**config.mk**
```make
export PLATFORM = sky130hd
export DESIGN_NAME = svng_norm
export DESIGN_NICKNAME = d
export VERILOG_FILES = /design/src/svng_pkg.sv /design/src/svng_norm.sv
export SDC_FILE = /design/constraint.sdc
export NUM_CORES = 2
export LEC_CHECK = 0
export ABC_AREA = 1
export BUFFER_PORTS_ARGS = -buffer_cell sky130_fd_sc_hd__buf_2
export CORE_MARGIN = 10
export CORE_UTILIZATION = 45
export CTS_BUF_LIST = sky130_fd_sc_hd__clkbuf_4
export CTS_CLUSTER_DIAMETER = 80
export DETAILED_ROUTE_END_ITERATION = 12
export PLACE_DENSITY = 0.61
export SYNTH_ARGS = -nofsm -noshare
export SYNTH_HDL_FRONTEND = slang
export SYNTH_SLANG_ARGS = --single-unit
```
**constraint.sdc**
```tcl
create_clock -name clk_i -period 16.2 [get_ports clk_i]
set_clock_uncertainty 0.15 [all_clocks]
set_input_delay 2.43 -clock clk_i [delete_from_list [all_inputs] [get_ports clk_i]]
set_output_delay 2.43 -clock clk_i [all_outputs]
set_load 0.03 [all_outputs]
```
**src/svng_pkg.sv**
```systemverilog
package svng_pkg;

  typedef enum logic [1:0] {
    OP_LOAD  = 2'd0,
    OP_INDEX = 2'd1,
    OP_READ  = 2'd2,
    OP_CLEAR = 2'd3
  } op_e;

  // Normalized vertex normal, NORMAL_FRAC_BITS fraction bits
  typedef struct packed {
    logic signed [15:0] x;
    logic signed [15:0] y;
    logic signed [15:0] z;
  } norm_res_t;

  localparam int PosW = 16;

endpackage

```
**src/svng_norm.sv**
```systemverilog
module svng_norm #(
  parameter int SUM_WIDTH        = 48,
  parameter int NORMAL_FRAC_BITS = 14
) (
  input  logic                        clk_i,
  input  logic                        rst_ni,
  input  logic                        start_i,
  input  logic signed [SUM_WIDTH-1:0] sum_x_i,
  input  logic signed [SUM_WIDTH-1:0] sum_y_i,
  input  logic signed [SUM_WIDTH-1:0] sum_z_i,
  output logic                        done_o,
  output svng_pkg::norm_res_t         res_o
);
  import svng_pkg::*;

  localparam int MW   = SUM_WIDTH;
  localparam int NW   = 32 + NORMAL_FRAC_BITS;
  localparam int CNTW = $clog2(NW);

  typedef enum logic [4:0] {
    N_IDLE  = 5'b00001,
    N_SHIFT = 5'b00010,
    N_SQ    = 5'b00100,
    N_ROOT  = 5'b01000,
    N_DIV   = 5'b10000
  } nstate_e;

  nstate_e          state_q;
  logic [MW-1:0]    m0_q, m1_q, m2_q;
  logic [2:0]       sg_q;
  logic [CNTW-1:0]  cnt_q;
  logic [1:0]       comp_q;
  logic [63:0]      rn_q, r_q, bit_q;
  logic [31:0]      len_q, rem_q;
  logic [NW-1:0]    num_q, quo_q;
  logic             done_q;
  norm_res_t        res_q;

  logic [MW-1:0]    m0_s, m1_s, m2_s, msel;
  logic [61:0]      prod;
  logic [63:0]      rt;
  logic [63:0]      rn_n, r_n;
  logic [32:0]      trial;
  logic             qbit;
  logic [31:0]      rem_n;
  logic [NW-1:0]    quo_n;
  logic [15:0]      sat_val;
  logic             sg_sel;
  logic [30:0]      mnext;

  assign m0_s = sum_x_i[MW-1] ? MW'(-sum_x_i) : MW'(sum_x_i);
  assign m1_s = sum_y_i[MW-1] ? MW'(-sum_y_i) : MW'(sum_y_i);
  assign m2_s = sum_z_i[MW-1] ? MW'(-sum_z_i) : MW'(sum_z_i);

  always_comb begin
    case (comp_q)
      2'd0:    begin msel = m0_q; sg_sel = sg_q[0]; end
      2'd1:    begin msel = m1_q; sg_sel = sg_q[1]; end
      default: begin msel = m2_q; sg_sel = sg_q[2]; end
    endcase
    case (comp_q)
      2'd0:    mnext = m1_q[30:0];
      default: mnext = m2_q[30:0];
    endcase
  end

  assign prod = msel[30:0] * msel[30:0];

  // one step of the bit-serial square root
  always_comb begin
    rt = r_q + bit_q;
    if (rn_q >= rt) begin
      rn_n = rn_q - rt;
      r_n  = (r_q >> 1) + bit_q;
    end else begin
      rn_n = rn_q;
      r_n  = r_q >> 1;
    end
  end

  // one step of the restoring divider
  always_comb begin
    trial = {rem_q, num_q[NW-1]};
    qbit  = (trial >= {1'b0, len_q});
    rem_n = qbit ? 32'(trial - {1'b0, len_q}) : trial[31:0];
    quo_n = {quo_q[NW-2:0], qbit};
    if (sg_sel) begin
      sat_val = (quo_n > NW'(32768)) ? 16'h8000 : 16'(~quo_n[15:0] + 16'd1);
    end else begin
      sat_val = (quo_n > NW'(32767)) ? 16'h7fff : quo_n[15:0];
    end
  end

  always_ff @(posedge clk_i or negedge rst_ni) begin
    if (!rst_ni) begin
      state_q <= N_IDLE;
      done_q  <= 1'b0;
      cnt_q   <= '0;
      comp_q  <= '0;
    end else begin
      done_q <= 1'b0;
      case (state_q)
        N_IDLE: begin
          if (start_i) begin
            m0_q <= m0_s;
            m1_q <= m1_s;
            m2_q <= m2_s;
            sg_q <= {sum_z_i[MW-1], sum_y_i[MW-1], sum_x_i[MW-1]};
            if ((m0_s | m1_s | m2_s) == '0) begin
              res_q  <= '0;
              done_q <= 1'b1;
            end else begin
              state_q <= N_SHIFT;
            end
          end
        end
        N_SHIFT: begin
          // scale down until the largest magnitude is below 2^31
          if ((m0_q[MW-1:31] | m1_q[MW-1:31] | m2_q[MW-1:31]) != '0) begin
            m0_q <= m0_q >> 1;
            m1_q <= m1_q >> 1;
            m2_q <= m2_q >> 1;
          end else begin
            state_q <= N_SQ;
            comp_q  <= 2'd0;
            rn_q    <= '0;
          end
        end
        N_SQ: begin
          rn_q <= rn_q + 64'(prod);
          if (comp_q == 2'd2) begin
            state_q <= N_ROOT;
            r_q     <= '0;
            bit_q   <= 64'd1 << 62;
            cnt_q   <= '0;
            comp_q  <= 2'd0;
          end else begin
            comp_q <= comp_q + 2'd1;
          end
        end
        N_ROOT: begin
          rn_q  <= rn_n;
          r_q   <= r_n;
          bit_q <= bit_q >> 2;
          cnt_q <= cnt_q + 1'b1;
          if (cnt_q == CNTW'(31)) begin
            state_q <= N_DIV;
            len_q   <= r_n[31:0];
            num_q   <= (NW'(m0_q[30:0]) << NORMAL_FRAC_BITS) + NW'(r_n[31:1]);
            rem_q   <= '0;
            quo_q   <= '0;
            cnt_q   <= '0;
          end
        end
        N_DIV: begin
          rem_q <= rem_n;
          quo_q <= quo_n;
          num_q <= num_q << 1;
          cnt_q <= cnt_q + 1'b1;
          if (cnt_q == CNTW'(NW-1)) begin
            case (comp_q)
              2'd0:    res_q.x <= sat_val;
              2'd1:    res_q.y <= sat_val;
              default: res_q.z <= sat_val;
            endcase
            rem_q <= '0;
            quo_q <= '0;
            cnt_q <= '0;
            num_q <= (NW'(mnext) << NORMAL_FRAC_BITS) + NW'(len_q[31:1]);
            if (comp_q == 2'd2) begin
              done_q  <= 1'b1;
              state_q <= N_IDLE;
              comp_q  <= 2'd0;
            end else begin
              comp_q <= comp_q + 2'd1;
            end
          end
        end
        default: state_q <= N_IDLE;
      endcase
    end
  end

  assign done_o = done_q;
  assign res_o  = res_q;

endmodule
```
# Word level (Yosys, flattened, before mapping)
# Cells that the tools add are included.
[word_totals] input_bits=147 register_bits=556 word_cells=150 out_inout_bits=49
[classes] n_reduce_logical=23 order_cmp=4 muxes=64 n_addsub=13 eq_ne=22 bitwise_logic=5 mul=1
[ops] operator="two-way mux 48 bit" count=12
[ops] operator="one-hot mux 48 bit (2 select lines)" count=4
[ops] operator="two-way mux 64 bit" count=5
[ops] operator="one-hot mux 64 bit (2 select lines)" count=2
[ops] operator="one-hot mux 64 bit (3 select lines)" count=1
[ops] operator="negator 48 bit" count=3
[ops] operator="two-way mux 16 bit" count=6
[ops] operator="two-way mux 32 bit" count=3
[ops] operator="OR 48 bit" count=2
[ops] operator="adder 45 x 31 -> 46 bit" count=2
[ops] operator="two-way mux 46 bit" count=2
[ops] operator="one-hot mux 46 bit (2 select lines)" count=1
[ops] operator="two-way mux 45 bit" count=2
[ops] operator="one-hot mux 45 bit (2 select lines)" count=1
[ops] operator="adder 63 x 64 -> 64 bit" count=1
[ops] operator="adder 64 x 62 -> 64 bit" count=1
[ops] operator="adder 64 bit" count=1
[ops] operator="greater-or-equal comparator 64 bit" count=1
[ops] operator="one-hot mux 32 bit (2 select lines)" count=1
[ops] operator="subtractor 64 bit" count=1
[ops] operator="multiplier 31 x 31 -> 62 bit" count=1
[ops] operator="one-hot mux 31 bit (2 select lines)" count=1
[ops] operator="zero test 48 bit" count=1
[ops] operator="> comparator 46 x 15 -> 1 bit (second input constant)" count=1
[ops] operator="other kinds (38)" count=76

# Longest topological paths before layout
[depth] ltp_word=8 ltp_mapped=47

# Worst setup path after synthesis
# No wires, ideal clock.
[synth_path] kind="register to register" start="reg r_q[2]" end="reg rn_q[0], enable pin" arrival_ns=9.900 path_slack_ns=5.506 path_buffers=1 path_stages_with_launch=26 path_cell_list="edfxtp_1 > ha_1 > nand3_1 > nand2_1 > a21o_1 > a21oi_1 > o21bai_1 > a21oi_1 > o21ai_1 > a21boi_0 > o21ai_1 > xor2_1 > ha_1 > nand2_1 > nor2_1 > inv_1 > nor2_1 > inv_1 > nor2_2 > inv_2 > nor4_4 > nand4_1 > nand3_2 > buf_6 > nor2_8 > nor4_1"
[synth_via] elab_chain_len=4
[synth_rtl] item="start, declared" line_no="svng_norm.sv:33" rtl="logic [63:0] rn_q, r_q, bit_q;"
[synth_rtl] item="start signal, assigned" line_no="svng_norm.sv:143" rtl="r_q <= r_n;"
[synth_rtl] item="adder 64 bit" line_no="svng_norm.sv:71" rtl="rt = r_q + bit_q;"
[synth_rtl] item="greater-or-equal comparator 64 bit" line_no="svng_norm.sv:72" rtl="if (rn_q >= rt) begin"
[synth_rtl] item="!= test 2 bit (no source line)"
[synth_rtl] item="AND reduction 4 bit (no source line)"
[synth_rtl] item="end signal, assigned" line_no="svng_norm.sv:130" rtl="rn_q <= rn_q + 64'(prod);"
[synth_rtl] item="end signal, assigned" line_no="svng_norm.sv:142" rtl="rn_q <= rn_n;"
[synth_rtl] item="end, declared" line_no="svng_norm.sv:33"
# Every way passes these cells.
# A chain may end at the register's enable or synchronous reset.

# Final worst setup path
[layout_path] start="reg comp_q[1]" end="reg rn_q[50] (data pin)"
[layout_via] elab_chain_len=5
[layout_rtl] item="start, declared" line_no="svng_norm.sv:32" rtl="logic [1:0] comp_q;"
[layout_rtl] item="start signal, assigned" line_no="svng_norm.sv:138" rtl="comp_q <= comp_q + 2'd1;"
[layout_rtl] item="start signal, assigned" line_no="svng_norm.sv:175" rtl="comp_q <= comp_q + 2'd1;"
[layout_rtl] item="== test 2 x 1 -> 1 bit / zero test 2 bit (equally long branches)" line_no="svng_norm.sv:56" rtl="case (comp_q)"
[layout_rtl] item="one-hot mux 31 bit (2 select lines) (*)" line_no="svng_norm.sv:56"
[layout_rtl] item="multiplier 31 x 31 -> 62 bit (*)" line_no="svng_norm.sv:67" rtl="assign prod = msel[30:0] * msel[30:0];"
[layout_rtl] item="adder 64 x 62 -> 64 bit (*)" line_no="svng_norm.sv:130"
[layout_rtl] item="one-hot mux 64 bit (3 select lines) (*)" line_no="svng_norm.sv:102" rtl="case (state_q)"
# Every way passes the cells marked *; elsewhere a longest branch is shown, timed or not.

==> flow_metrics.py <==
metrics = {
    "run_status": {
        "outcome": "complete, no violations",
    },
    "place": {
        "portBuffers": 195,
        "dp_hpwl_mm": 211.0,
        "gp_congestion": 0.9918,
    },
    "critical_path": {
        "rrSetupSlack_ns": 5.29,
        "reg2reg_from": "comp_q[1]$_DFFE_PN0P_",
        "required_ns": 16.91,
        "worstPathArrival_ns": 11.63,
        "crit_type": "flop to flop",
        "cp-start-kind": "flop",
        "crit_end": "rn_q[50]$_DFFE_PP_",
        "r2r_cells": 36,
        "startpoint": "comp_q[1]$_DFFE_PN0P_",
        "path_max_fanout": 74,
        "crit_top_cell": "fa_1",
        "crit_slowest_cell": "clkinv_1",
        "end_kind": "flop",
        "max_stage_delay_ns": 1.10,
        "r2r-end": "rn_q[50]$_DFFE_PP_",
    },
    "floorplanning": {
        "core_um2": 158700,
        "initial_core_util_pct": 45.35,
        "chipWidth_um": 420.0,
        "die_h_um": 420.0,
        "placementRows": 146,
        "pin_count": 196,
        "dieArea_um2": 176400,
    },
    "synthesis": {
        "synth_top_family_by_area": "adder cells",
        "syn_area_um2": 72000,
        "synth_fp_nets": 10880,
        "synth.area.top_cells": "fa_1, edfxtp_1, inv_1",
        "ys.warnings.count": 0,
        "ys.flop_type": "edfxtp_1",
        "synthAdderAreaFrac_pct": 30.58,
        "async_flop_share_pct": 2.672,
        "syn_avg_cell_area_um2": 7.612,
        "yosys-mux-area-fraction_pct": 0.02781,
        "synth-simple-area-share_pct": 20.33,
        "synth_compound_area_share_pct": 12.01,
        "ys_ff_latch": 524,
        "postSynthCellCount": 9459,
        "synth_edf_count": 510,
        "netlist.top_cell.by_area": "fa_1",
        "yosysSeqAreaShare_pct": 21.76,
        "synth.top_cell.area_share_pct": 22.36,
        "ys_types": 71,
        "yosys.area_share.xor_xnor_pct": 3.330,
    },
    "clock_network": {
        "cts_tree": "yes",
        "clk_pin_slew_ns": 0.06,
        "cts_root_buffer": "clkbuf_4",
        "clock_latency_ns": 1.18,
        "cts.sinks": 524,
        "ctsResizeCount": 0,
        "postCtsHoldBufs": 0,
        "ctsHtreeMaxLevel": 4,
        "cts_buffers": 152,
        "clk_path_buf_depth": 3,
        "cts_setup_buffers": 0,
    },
    "routing": {
        "post_drt_wl_per_cell_um": 21.63,
        "drt_iter0_markers": 6426,
        "vias": 65360,
        "postRouteAntennaNets": 0,
        "first_pass_iters": 8,
        "post-route-drc-count": 0,
        "viasPerCell": 5.508,
        "drt_wl_total_mm": 256.7,
    },
    "sta": {
        "relSlewSlack_pct": 12.83,
        "worstMarginPinSlew_ns": 1.308,
        "max_freq_ghz": 0.09163,
        "setup_viol": 0,
        "finalSetupTns_ns": 0,
        "rsz0062_at_grt": "no",
        "hold_viol": 0,
        "final_max_slew_viol_count": 0,
        "fin_crit_ns": 10.91,
        "fin_crit_sh_pct": 67.37,
    },
    "run": {
        "cap_violations": 0,
    },
    "grt": {
        "grt_max_degree": 100,
        "grtUsageTotal_pct": 28.80,
        "grt_pass1_vias": 64920,
        "grt_first_pass_wirelength_mm": 389.6,
        "grt_overflow": 0,
        "antenna_found_initial": 11,
    },
    "cells_and_area": {
        "multiInputGateArea_um2": 47810,
        "n_fill_cell": 15970,
        "seqCellArea_um2": 15670,
        "layout-drive-gt1-share_pct": 6.266,
        "fin_nets": 11100,
        "area_delta_synth_final_pct": 7.440,
    },
    "worst_hold_path": {
        "min_path_cells": 2,
        "hold_class": "flop to flop",
    },
}
[logic make-up after synthesis]
| group | count (synthesis) |
|---|---|
| and+or+nand+nor | 3575 |
| DFF | 524 |
| buffers and inverters | 2276 |
| AOI/OAI and AO/OA | 1533 |
| xor gates and xnor gates | 272 |
| adders and majority gates | 1277 |
| muxes | 2 |
[layer usage]
layer | wire [µm] | global-route usage (%) | vias up
li1 | - | - | 30490
met1 | 111900 | 39.66 | 31680
met2 | 113300 | 44.87 | 2699
met3 | 20600 | 5.217 | 493
met4 | 10840 | 11.25 | 4
met5 | 26 | 0 | -
[cell usage in the layout, fill, tap and decap left out, drive strengths merged, types with 3 or more instances in the layout]
| cell | count |
|---|---|
| o21ai | 645 |
| o31ai | 12 |
| a22oi | 38 |
| a211oi | 18 |
| a31o | 4 |
| a311oi | 3 |
| nand4 | 96 |
| bufinv | 4 |
| a21boi | 17 |
| nor2 | 1265 |
| o221ai | 7 |
| a31oi | 69 |
| nor3 | 86 |
| nand3b | 16 |
| diode | 12 |
| nor4 | 38 |
| fa | 804 |
| buf | 279 |
| a21o | 35 |
| edfxtp | 510 |
| o211ai | 26 |
| xor2 | 159 |
| clkinv | 57 |
| inv | 2058 |
| o21a | 53 |
| o311ai | 4 |
| nand2 | 1663 |
| and3 | 14 |
| clkbuf | 199 |
| ha | 473 |
| nand3 | 344 |
| dfrtp | 13 |
| a221oi | 19 |
| o2111ai | 5 |
| a21oi | 501 |
| o21bai | 40 |
| or2 | 48 |
| o22ai | 26 |
| clkinvlp | 3 |
| xnor2 | 113 |
[how the worst min path moves through the flow]
stage	start	to	slack, ns
after floorplan	state_q[0]$_DFFE_PN1P_	state_q[0]$_DFFE_PN1P_	0.31
after global routing	state_q[0]$_DFFE_PN1P_	state_q[0]$_DFFE_PN1P_	0.37
after CTS	state_q[0]$_DFFE_PN1P_	state_q[0]$_DFFE_PN1P_	0.36
after global placement	state_q[0]$_DFFE_PN1P_	state_q[0]$_DFFE_PN1P_	0.32
final	state_q[0]$_DFFE_PN1P_	state_q[0]$_DFFE_PN1P_	0.36
after detailed placement	state_q[0]$_DFFE_PN1P_	state_q[0]$_DFFE_PN1P_	0.32
[area by class of cell]
| class | instances | area share (%) |
|---|---|---|
| Clock inverter | 61 | 0.5338 |
| Tap cell | 2072 | 3.351 |
| Sequential cell | 524 | 20.25 |
| Inverter | 2061 | 10.01 |
| Antenna cell | 12 | 0.03882 |
| Multi-Input combinational cell | 6659 | 61.81 |
| Timing Repair Buffer | 279 | 2.077 |
| Clock buffer | 199 | 1.931 |
[cell usage after synthesis, types with 5 or more instances]
| library cell | n |
|---|---|
| and3_1 | 14 |
| o21a_1 | 53 |
| buf_2 | 33 |
| a31oi_1 | 68 |
| inv_2 | 5 |
| nand4_1 | 96 |
| o211ai_1 | 26 |
| a21boi_0 | 16 |
| nor2_1 | 1256 |
| nand3b_1 | 16 |
| nand2_1 | 1658 |
| dfrtp_1 | 13 |
| or2_2 | 44 |
| o21bai_1 | 40 |
| a21oi_1 | 498 |
| o21ai_2 | 9 |
| o2111ai_1 | 5 |
| clkbuf_1 | 152 |
| xnor2_1 | 113 |
| a21o_1 | 35 |
| o31ai_1 | 12 |
| inv_1 | 2047 |
| edfxtp_1 | 510 |
| o21ai_1 | 26 |
| nor2_2 | 6 |
| o221ai_1 | 7 |
| a211oi_1 | 17 |
| nor3_1 | 85 |
| clkinv_1 | 9 |
| a221oi_1 | 19 |
| a22oi_1 | 38 |
| buf_1 | 25 |
| o22ai_1 | 26 |
| fa_1 | 804 |
| nor4_1 | 36 |
| nand3_1 | 342 |
| xor2_1 | 157 |
| ha_1 | 473 |
| o21ai_0 | 610 |
[state kept, by name, indices dropped and copies added, names as in the netlist]
signal	cells
m0_q	48
bit_q	32
r_q	64
res_o	48
cnt_q	6
state_q	5
num_q	46
sg_q	3
m2_q	48
comp_q	2
done_o	1
len_q	32
rem_q	32
rn_q	64
quo_q	45
m1_q	48
[worst max-delay path: cells and delay by family, from the launching register on]
| kind | cells | cell delay, ns |
|---|---|---|
| simple gates | 9 | 1.61 |
| buf+inv | 8 | 2.05 |
| compound gates | 9 | 2.39 |
| xor+xnor | 1 | 0.17 |
| flops | 1 | 0.32 |
| fa+ha+maj | 9 | 3.88 |
[per-stage QoR]
stage	cell area (µm²)	setup slack [ns]	instances	hold slack [ns]	util, %
floorplan	72000	5.506	9459	0.3073	-
global route	77350	4.806	11870	0.3652	48.73
CTS	77320	5.344	11860	0.3564	48.71
detailed placement	75420	5.421	11600	0.3231	47.51
finish	77350	5.287	11870	0.3572	48.73
global placement	75420	5.596	11600	0.3223	47.51
Power is left out: the tool's default activity adds up to more than one toggle a clock period on the data nets, which glitch-free logic cannot reach.
